`config.mk`:
```
export PLATFORM = sky130hd
export DESIGN_NAME = card_number_luhn_brand_check
export DESIGN_NICKNAME = d
export VERILOG_FILES = /design/src/hdl/clbc_pkg.sv /design/src/hdl/clbc_dp.sv /design/src/hdl/clbc_ctrl.sv /design/src/hdl/card_number_luhn_brand_check.sv
export SDC_FILE = /design/constraint.sdc
export NUM_CORES = 1
export LEC_CHECK = 0
export BUFFER_PORTS_ARGS = -buffer_cell sky130_fd_sc_hd__buf_2
export CAP_MARGIN = 0
export CORE_ASPECT_RATIO = 1.25
export CORE_UTILIZATION = 47
export CTS_CLUSTER_DIAMETER = 100
export DETAILED_ROUTE_END_ITERATION = 6
export HOLD_SLACK_MARGIN = 0.1
export PLACE_DENSITY = 0.72
export SLEW_MARGIN = 20
export SYNTH_ARGS = -nofsm -noshare
export SYNTH_HDL_FRONTEND = slang
export SYNTH_SLANG_ARGS = --single-unit
export TNS_END_PERCENT = 1
```
`constraint.sdc`:
```
create_clock -name clk -period 5.4 [get_ports clk]
set_input_delay 0.54 -clock clk [delete_from_list [all_inputs] [get_ports clk]]
set_output_delay 0.54 -clock clk [all_outputs]
set_load 0.02 [all_outputs]
```
`src/hdl/clbc_pkg.sv`:
```
// clbc_pkg: shared types and constants for the card number check block
// used by clbc_ctrl, clbc_dp and card_number_luhn_brand_check; no dependencies
`timescale 1ns / 1ps

package clbc_pkg;

  // input number width and decimal digit storage
  localparam int IN_W       = 63;
  localparam int BCD_DIGITS = 19;
  localparam int BCD_W      = 4 * BCD_DIGITS;
  localparam int DIG_W      = 5;
  localparam int CTR_W      = $clog2(IN_W);

  // default and bus widths
  localparam int DEF_MAX_DIGITS = 19;
  localparam int IN_TDATA_W     = 64;
  localparam int OUT_TDATA_W    = 8;

  // brand codes
  localparam logic [1:0] BRAND_NONE = 2'd0;
  localparam logic [1:0] BRAND_AX   = 2'd1;
  localparam logic [1:0] BRAND_VS   = 2'd2;
  localparam logic [1:0] BRAND_MC   = 2'd3;

  // lengths used by the brand rules
  localparam logic [DIG_W-1:0] LEN_13 = DIG_W'(13);
  localparam logic [DIG_W-1:0] LEN_15 = DIG_W'(15);
  localparam logic [DIG_W-1:0] LEN_16 = DIG_W'(16);

  // controller to datapath commands
  typedef struct packed {
    logic             load;
    logic             conv;
    logic             scan;
    logic [DIG_W-1:0] idx;
    logic             out_load;
  } clbc_cmd_t;

endpackage

```
`src/hdl/clbc_dp.sv`:
```
// clbc_dp: datapath with shift-add-3 converter, digit scanner and Luhn accumulator
// depends on clbc_pkg; driven by clbc_ctrl through clbc_cmd_t
`timescale 1ns / 1ps

module clbc_dp #(
  parameter int MAX_DIGITS = clbc_pkg::DEF_MAX_DIGITS
) (
  input  logic                       clk,
  input  clbc_pkg::clbc_cmd_t        cmd,
  input  logic [clbc_pkg::IN_W-1:0]  card_number,
  output logic [1:0]                 brand,
  output logic                       luhn_ok,
  output logic [clbc_pkg::DIG_W-1:0] digit_count
);
  import clbc_pkg::*;

  localparam logic [DIG_W-1:0] MAX_IDX = DIG_W'(MAX_DIGITS);

  logic [IN_W-1:0]  bin_r, bin_nxt;
  logic [BCD_W-1:0] bcd_r, bcd_nxt, bcd_adj;
  logic [4:0]       acc_r, acc_nxt;
  logic [DIG_W-1:0] cnt_r, cnt_nxt;
  logic             ovf_r, ovf_nxt;
  logic [3:0]       prev_r, prev_nxt;
  logic [3:0]       hi_r, hi_nxt;
  logic [3:0]       lo_r, lo_nxt;
  logic [1:0]       brand_r;
  logic             luhn_r;
  logic [DIG_W-1:0] count_r;

  logic [3:0] dgt;
  logic [4:0] dbl, term, sum;
  logic       luhn_c;
  logic [1:0] brand_c;

  // add 3 to every digit of five or more before the shift
  always_comb begin
    for (int i = 0; i < BCD_DIGITS; i++) begin
      if (bcd_r[4*i +: 4] >= 4'd5) begin
        bcd_adj[4*i +: 4] = bcd_r[4*i +: 4] + 4'd3;
      end else begin
        bcd_adj[4*i +: 4] = bcd_r[4*i +: 4];
      end
    end
  end

  // luhn term of the digit under scan, odd places doubled
  always_comb begin
    dgt = bcd_r[3:0];
    dbl = cmd.idx[0] ? {dgt, 1'b0} : {1'b0, dgt};
    term = (dbl > 5'd9) ? dbl - 5'd9 : dbl;
    sum = acc_r + term;
  end

  // next state of the working registers
  always_comb begin
    bin_nxt  = bin_r;
    bcd_nxt  = bcd_r;
    acc_nxt  = acc_r;
    cnt_nxt  = cnt_r;
    ovf_nxt  = ovf_r;
    prev_nxt = prev_r;
    hi_nxt   = hi_r;
    lo_nxt   = lo_r;
    if (cmd.load) begin
      bin_nxt  = card_number;
      bcd_nxt  = '0;
      acc_nxt  = '0;
      cnt_nxt  = '0;
      ovf_nxt  = 1'b0;
      prev_nxt = '0;
      hi_nxt   = '0;
      lo_nxt   = '0;
    end else if (cmd.conv) begin
      bcd_nxt = {bcd_adj[BCD_W-2:0], bin_r[IN_W-1]};
      bin_nxt = {bin_r[IN_W-2:0], 1'b0};
    end else if (cmd.scan) begin
      bcd_nxt = {4'd0, bcd_r[BCD_W-1:4]};
      if (cmd.idx < MAX_IDX) begin
        acc_nxt  = (sum >= 5'd10) ? sum - 5'd10 : sum;
        prev_nxt = dgt;
        if (dgt != 4'd0) begin
          cnt_nxt = cmd.idx + DIG_W'(1);
          hi_nxt  = dgt;
          lo_nxt  = prev_r;
        end
      end else if (dgt != 4'd0) begin
        ovf_nxt = 1'b1;
      end
    end
  end

  // check result and brand rules
  always_comb begin
    luhn_c  = !ovf_r && (acc_r == 5'd0);
    brand_c = BRAND_NONE;
    if (luhn_c) begin
      if (cnt_r == LEN_15 && hi_r == 4'd3 && (lo_r == 4'd4 || lo_r == 4'd7)) begin
        brand_c = BRAND_AX;
      end else if ((cnt_r == LEN_16 || cnt_r == LEN_13) && hi_r == 4'd4) begin
        brand_c = BRAND_VS;
      end else if (cnt_r == LEN_16 && hi_r == 4'd5 && lo_r >= 4'd1 && lo_r <= 4'd5) begin
        brand_c = BRAND_MC;
      end
    end
  end

  // working registers
  always_ff @(posedge clk) begin
    bin_r  <= bin_nxt;
    bcd_r  <= bcd_nxt;
    acc_r  <= acc_nxt;
    cnt_r  <= cnt_nxt;
    ovf_r  <= ovf_nxt;
    prev_r <= prev_nxt;
    hi_r   <= hi_nxt;
    lo_r   <= lo_nxt;
  end

  // result register, loaded once per request; count saturates past the digit limit
  always_ff @(posedge clk) begin
    if (cmd.out_load) begin
      brand_r <= brand_c;
      luhn_r  <= luhn_c;
      count_r <= ovf_r ? MAX_IDX : cnt_r;
    end
  end

  assign brand       = brand_r;
  assign luhn_ok     = luhn_r;
  assign digit_count = count_r;

endmodule

```
`src/hdl/clbc_ctrl.sv`:
```
// clbc_ctrl: sequencer for conversion, digit scan and result hand-off
// depends on clbc_pkg; commands clbc_dp through clbc_cmd_t
`timescale 1ns / 1ps

module clbc_ctrl (
  input  logic                clk,
  input  logic                rst_n,
  input  logic                in_tvalid,
  output logic                in_tready,
  output logic                out_tvalid,
  input  logic                out_tready,
  output clbc_pkg::clbc_cmd_t cmd
);
  import clbc_pkg::*;

  typedef enum logic [3:0] {
    ST_IDLE   = 4'b0001,
    ST_CONV   = 4'b0010,
    ST_SCAN   = 4'b0100,
    ST_FINISH = 4'b1000
  } state_t;

  localparam logic [CTR_W-1:0] CONV_LAST = CTR_W'(IN_W - 1);
  localparam logic [CTR_W-1:0] SCAN_LAST = CTR_W'(BCD_DIGITS - 1);

  state_t           state_r, state_nxt;
  logic [CTR_W-1:0] ctr_r, ctr_nxt;
  logic             ovalid_r, ovalid_nxt;

  // sequencing and commands
  always_comb begin
    state_nxt = state_r;
    ctr_nxt   = ctr_r;
    cmd       = '0;
    cmd.idx   = ctr_r[DIG_W-1:0];
    unique case (state_r)
      ST_IDLE: begin
        if (in_tvalid) begin
          cmd.load  = 1'b1;
          ctr_nxt   = '0;
          state_nxt = ST_CONV;
        end
      end
      ST_CONV: begin
        cmd.conv = 1'b1;
        if (ctr_r == CONV_LAST) begin
          ctr_nxt   = '0;
          state_nxt = ST_SCAN;
        end else begin
          ctr_nxt = ctr_r + CTR_W'(1);
        end
      end
      ST_SCAN: begin
        cmd.scan = 1'b1;
        if (ctr_r == SCAN_LAST) begin
          state_nxt = ST_FINISH;
        end else begin
          ctr_nxt = ctr_r + CTR_W'(1);
        end
      end
      ST_FINISH: begin
        if (!ovalid_r || out_tready) begin
          cmd.out_load = 1'b1;
          state_nxt    = ST_IDLE;
        end
      end
      default: begin
        state_nxt = ST_IDLE;
      end
    endcase
  end

  // output valid flag
  always_comb begin
    ovalid_nxt = ovalid_r;
    if (cmd.out_load) begin
      ovalid_nxt = 1'b1;
    end else if (out_tready) begin
      ovalid_nxt = 1'b0;
    end
  end

  always_ff @(posedge clk) begin
    if (!rst_n) begin
      state_r  <= ST_IDLE;
      ctr_r    <= '0;
      ovalid_r <= 1'b0;
    end else begin
      state_r  <= state_nxt;
      ctr_r    <= ctr_nxt;
      ovalid_r <= ovalid_nxt;
    end
  end

  assign in_tready  = (state_r == ST_IDLE);
  assign out_tvalid = ovalid_r;

endmodule

```
`src/hdl/card_number_luhn_brand_check.sv`:
```
// card_number_luhn_brand_check: top level of the card number check block
// depends on clbc_pkg, clbc_ctrl and clbc_dp
//
//   channel | direction | payload
//   in_     | request   | card_number
//   out_    | result    | brand, luhn_ok, digit_count
//
// each request runs through the accept step, 63 shift-add-3 steps (one per input
// bit), 19 digit scan steps for count and Luhn sum, one hand-off into the output register
// the result becomes valid at the edge that loads the output register
// the next request is taken once the result sits in the output register
// a stalled result holds the sequencer in its final step until taken
// rst_n is synchronous and active low; it clears the sequencer and valid flag
`timescale 1ns / 1ps

module card_number_luhn_brand_check #(
  parameter int MAX_DIGITS = clbc_pkg::DEF_MAX_DIGITS
) (
  input  logic                             clk,
  input  logic                             rst_n,
  input  logic                             in_tvalid,
  output logic                             in_tready,
  input  logic [clbc_pkg::IN_TDATA_W-1:0]  in_tdata,   // card_number[62:0]
  output logic                             out_tvalid,
  input  logic                             out_tready,
  output logic [clbc_pkg::OUT_TDATA_W-1:0] out_tdata   // brand[1:0], luhn_ok[2], digit_count[7:3]
);
  import clbc_pkg::*;

  clbc_cmd_t        cmd;
  logic [1:0]       brand;
  logic             luhn_ok;
  logic [DIG_W-1:0] digit_count;

  // sequencer
  clbc_ctrl u_ctrl (
    .clk        (clk),
    .rst_n      (rst_n),
    .in_tvalid  (in_tvalid),
    .in_tready  (in_tready),
    .out_tvalid (out_tvalid),
    .out_tready (out_tready),
    .cmd        (cmd)
  );

  // conversion and check datapath
  clbc_dp #(
    .MAX_DIGITS (MAX_DIGITS)
  ) u_dp (
    .clk         (clk),
    .cmd         (cmd),
    .card_number (in_tdata[IN_W-1:0]),
    .brand       (brand),
    .luhn_ok     (luhn_ok),
    .digit_count (digit_count)
  );

  // result packing
  assign out_tdata = {digit_count, luhn_ok, brand};

endmodule
```
After elaboration in Yosys (flattened, before gate mapping)
Index checks and enable logic that the tools add are counted.
W data, S select, Z words.
{"block": "classes", "n_addsub": 24, "magnitude_cmp": 24, "n_eq_ne": 19, "n_mux": 46, "n_bitwise": 3, "reduce_logical": 24}
{"cell": "$mux W76", "count": 2}
{"cell": "$mux W63", "count": 2}
{"cell": "$mux W4", "count": 22}
{"cell": "$ge A4 B3 Y1 const B", "count": 19}
{"cell": "$add A4 B2 Y4 const B", "count": 18}
{"cell": "$eq A4 B3 Y1 const B", "count": 5}
{"cell": "$mux W6", "count": 3}
{"cell": "$pmux W6 S3", "count": 1}
{"cell": "$pmux W4 S4", "count": 1}
{"cell": "$mux W5", "count": 3}
{"cell": "$reduce_and A4 Y1", "count": 3}
{"cell": "$eq A5 B4 Y1 const B", "count": 2}
{"cell": "$sub A5 B4 Y5 const B", "count": 2}
{"cell": "$mux W1", "count": 9}
{"cell": "$eq A4 B2 Y1 const B", "count": 2}
{"cell": "$logic_and A1 B1 Y1", "count": 7}
{"cell": "$add A6 B1 Y6 const B", "count": 1}
{"cell": "$eq A6 B5 Y1 const B", "count": 1}
{"cell": "$eq A6 B6 Y1 const B", "count": 1}
{"cell": "$ne A2 B1 Y1 const B", "count": 3}
{"cell": "$reduce_and A3 Y1", "count": 2}
{"cell": "$reduce_bool A2 Y1", "count": 3}
{"cell": "$add A5 B1 Y5 const B", "count": 1}
{"cell": "$add A5 B5 Y5", "count": 1}
{"cell": "other kinds (19)", "count": 26}
{"block": "word_totals", "regBits": 181, "in_bits": 68, "out_inout_bits": 10}

Logic depth before layout (Yosys ltp)
{"block": "logic_depth", "depth_word": 7, "ltp_mapped": 18}

Hierarchy
From an unflattened synthesis, not the netlist that was laid out.
{"block": "unflattened", "cells_unflattened": 1016, "hier_area_um2": 9947.0}
{"module": "clbc_dp", "n_inst": 1, "cells_per_inst": 937, "area_each_um2": 9230.1, "seq_area_each_um2": 4113.9}
{"module": "clbc_ctrl", "n_inst": 1, "cells_per_inst": 78, "area_each_um2": 709.4, "seq_area_each_um2": 220.2}
{"module": "card_number_luhn_brand_check", "n_inst": 1, "cells_per_inst": 1, "area_each_um2": 7.5, "seq_area_each_um2": 0.0}

Worst setup path before layout
OpenSTA, ideal clock, no wires.
{"block": "synth_path", "kind": "register to register", "startpoint": "reg u_dp.bcd_r[1]", "endpoint": "reg u_dp.acc_r[1]", "setup_ns": 0.059, "arrival_ns": 3.530, "required_time_ns": 5.341, "slack_ns": 1.811, "path_stages_with_launch": 19, "n_path_buf": 1, "path_cell_list": "dfxtp_1 clkbuf_1 inv_1 o21ai_0 inv_1 ha_1 a21boi_0 o22ai_1 a21oi_1 xnor2_1 ha_1 inv_1 fa_1 xor2_1 ha_1 nand2_1 a2111oi_0 mux2i_1 nand2_1"}
{"block": "synth_between", "elab_chain_len": 6}
{"element": "start: declaration", "line_no": "clbc_dp.sv:20", "rtl": "logic [BCD_W-1:0] bcd_r, bcd_nxt, bcd_adj;"}
{"element": "start signal: assignment", "line_no": "clbc_dp.sv:111", "rtl": "bcd_r <= bcd_nxt;"}
{"element": "$mux W5 *", "line_no": "clbc_dp.sv:50", "rtl": "dbl = cmd.idx[0] ? {dgt, 1'b0} : {1'b0, dgt};"}
{"element": "$sub A5 B4 Y5 / $gt A5 B4 Y1 (equally long branches)", "line_no": "clbc_dp.sv:51", "rtl": "term = (dbl > 5'd9) ? dbl - 5'd9 : dbl;"}
{"element": "$mux W5 *", "line_no": "clbc_dp.sv:51"}
{"element": "$add A5 B5 Y5 *", "line_no": "clbc_dp.sv:52", "rtl": "sum = acc_r + term;"}
{"element": "$sub A5 B4 Y5 / $ge A5 B4 Y1 (equally long branches)", "line_no": "clbc_dp.sv:80", "rtl": "acc_nxt = (sum >= 5'd10) ? sum - 5'd10 : sum;"}
{"element": "$mux W5 *", "line_no": "clbc_dp.sv:80"}
{"element": "end signal: assignment", "line_no": "clbc_dp.sv:112", "rtl": "acc_r <= acc_nxt;"}
{"element": "end: declaration", "line_no": "clbc_dp.sv:21", "rtl": "logic [4:0] acc_r, acc_nxt;"}
Every way passes the cells marked *; elsewhere a longest branch is shown, timed or not.
A chain may end at the register's enable or synchronous reset.

Worst setup path in the final report
Same ends and word-level chain as after synthesis.

==> results.toml <==
[logic_synthesis]
synthDistinctLibCells = 55
synth_cells = 1123
syn_avg_cell_area_um2 = 8.59
synth_ff_type = "dfxtp_1"
synth_compound_area_frac = 0.191
synth_xor_area_frac = 0.0281
synth_top_family_by_area = "simple AND/OR/NAND/NOR gates"
synth_warnings = 0
synthSimpleGateAreaFrac = 0.211
synth-seq-area-share = 0.449
async_flop_share = 0
synth_area_um2 = 9650
synth-edff-count = 71
ys_seq_elements = 181
yosys-mux-area-fraction = 0.00934
synthAdderAreaFrac = 0.0630
syn-num-nets = 1239

[sta]
tightest_slew_ns = 1.06
rsz0062_at_grt = "false"
fmax_ghz = 0.249
fin_crit_ns = 4.02
fin_setup_tns_ns = 0
setup_viol = 0
finalMaxSlewViolations = 0
hold_viol = 0
fin_skew_ns = 0.0141
post-route-period-util = 0.745
max-slew-margin-rel = 0.291

[final_layout]
multi_input_area_um2 = 4860
final_cells = 1443
finalNetCount = 1275
n_fill_cell = 1819
area_growth_pct = 11.6
regArea_um2 = 4330
post_route_cells_drive_above_1_share = 0.112

[power_and_ir_drop]
power.switching_mw = 0.997
p_leak_nw = 4.03
power_frac_clock = 0.373
swShare = 0.291
internal_power_mw = 2.43
vdd_drop_max_uv = 218
pwr-share-seq = 0.485
p_per_area_nw_per_um2 = 318
pwr-share-comb = 0.142

[cts]
cts_sinks = 181
cts-root-buf = "clkbuf_16"
cts.hold.buffers_added = 0
clk_pin_slew_ns = 0.08
post-cts-setup-buffers = 0
clockBufferDepth = 2
post_cts_resized = 0
clk-insertion-delay-late_ns = 0.44
numCtsBuffers = 17
htreeDepth = 4
tritoncts = "done"

[critical_path]
required_ns = 5.77
crit_path_start_kind = "register"
end_kind = "register"
criticalPathCategory = "reg -> reg"
worst_ep_arrival_time_ns = 4.40
crit_path_max_fanout = 10

[routing]
ant_nets = 0
wl_per_cell_um = 13.8
routed_wl_um = 20000
first_iter_violations = 438
vias = 7919
routed_via_density = 5.49
dr.pass1.iters = 5
drcViolationCount = 0

[status]
outcome = "complete, no violations"

[placement]
dp.cells = 1410
port-buffer-count = 76
gp_congestion = 0.806
hpwl_um = 12700

[die]
coreArea_um2 = 20100
fp-row-count = 58
pin_count = 78
die_area_um2 = 21100
die_height_um = 162
fp.dieW_um = 130
start_util = 0.480

[grt]
grt_usage = 0.195
antenna_found_initial = 1
grt_max_degree = 102
gr-total-overflow = 0
grt_pass1_wl_um = 33600
grt_pass1_vias = 7408

[run]
maxCapViolations = 0

[hold_path]
hp-class = "in -> reg"
[final timing paths]
path / start / end / slack (ns) / cells after the start
min reg2reg: u_dp.prev_r[1] / u_dp.prev_r[1] / 0.47 / 2
min: in_tdata[31] / u_dp.bin_r[31] / 0.36 / 3
max: u_dp.bcd_r[1] / u_dp.acc_r[1] / 1.38 / 17
max reg2reg: u_dp.bcd_r[1] / u_dp.acc_r[1] / 1.38 / 17
[synthesized netlist by cell type, drive strengths merged (4+ instances only)]
cell type    n  area share
dfxtp      110        0.23
nand3        6      0.0031
nor4b        6       0.010
edfxtp      71        0.22
nand2b      24       0.016
nor3        24       0.013
a22oi       22       0.017
inv         49       0.019
xnor2       27       0.025
buf         21       0.011
o21ai       55       0.029
nor3b       20       0.016
nand2      270        0.11
xor2         4      0.0036
mux2i        9      0.0093
nor2        71       0.028
clkbuf      46       0.018
a211oi      57       0.044
a311oi      18       0.016
a32oi       19       0.017
ha          47       0.061
a21oi       95       0.049
nor2b        9      0.0058
a21boi       5      0.0039
[cell type report]
| type | count | share of cell area |
|---|---|---|
| diodes | 1 | 0.000232 |
| clock buffers | 17 | 0.0395 |
| clock inverters | 15 | 0.0174 |
| inverters | 49 | 0.0171 |
| multi-input cells | 826 | 0.451 |
| flip-flops and latches | 181 | 0.402 |
| well taps | 270 | 0.0314 |
| repair buffers | 84 | 0.0409 |
[critical path, cell delays in order, from the launching register on]
cell and delay, ns:
dfxtp_1 0.50, inv_1 0.16, o21ai_0 0.18, inv_1 0.11, ha_1 0.25, a21boi_0 0.20, o22ai_1 0.11, a21oi_1 0.36
xnor2_1 0.17, ha_1 0.19, inv_1 0.06, fa_1 0.39, xor2_1 0.29, ha_1 0.29, nand2_1 0.09, a2111oi_0 0.39
mux2i_1 0.13, nand2_1 0.07
[cells in the final DEF, fill, tap and decap left out, types with 23 or more instances in the layout]
cell type,count
a211oi_1,57
a21oi_1,95
buf_2,76
dfxtp_1,110
edfxtp_1,71
ha_1,47
inv_1,48
nand2_1,269
nand2b_1,24
nor2_1,68
nor3_1,23
o21ai_0,33
xnor2_1,27
[power by group through the flow]
| stage | Combinational, mW | Sequential, mW | Clock [mW] |
|---|---|---|---|
| finish | 0.487 | 1.66 | 1.28 |
| global route | 0.557 | 1.68 | 1.35 |
| CTS | 0.492 | 1.66 | 1.30 |
| detailed placement | 0.487 | 1.69 | 0 |
| global placement | 0.477 | 1.69 | 0 |
| floorplan | 0.387 | 1.66 | 0 |
[per-layer routing]
layer	GRT usage	vias up	wire, um
met5	0	-	0
met4	0.0708	0	300
met3	0.0336	20	580
met2	0.351	133	10000
met1	0.227	3739	9050
li1	-	4027	-
[stage by stage]
step                      power (mW)   util  cell area, um2  setup WS (ns)  hold WS, ns
after detailed placement        2.18  0.505           10200           1.44        0.457
after CTS                       3.45  0.536           10800           1.36        0.344
after floorplan                 2.05      -            9650           1.81        0.436
after global placement          2.17  0.505           10200           1.52        0.445
final                           3.43  0.536           10800           1.38        0.356
after global routing            3.59  0.536           10800          0.842        0.357
[state kept, by name, summed over array words and instances, names as in the netlist, 2 cells and up]
signal / flops
u_dp.bcd_r: 76
u_dp.hi_r: 4
u_ctrl.ctr_r: 6
u_dp.digit_count: 5
u_dp.cnt_r: 5
u_dp.acc_r: 5
u_dp.lo_r: 4
u_dp.brand: 2
u_ctrl.state_r: 4
u_dp.bin_r: 63
u_dp.prev_r: 4
[cells by family (layout without fill, tap and decap cells)]
| kind of cell | after synthesis | after routing |
|---|---|---|
| compound gates | 288 | 288 |
| xor+xnor | 31 | 31 |
| fa+ha+maj | 48 | 48 |
| buf+inv | 116 | 165 |
| flops | 181 | 181 |
| mux | 9 | 9 |
| other cells | 0 | 1 |
| simple gates | 450 | 450 |
Note: power is estimated with default switching activity, not from simulation.
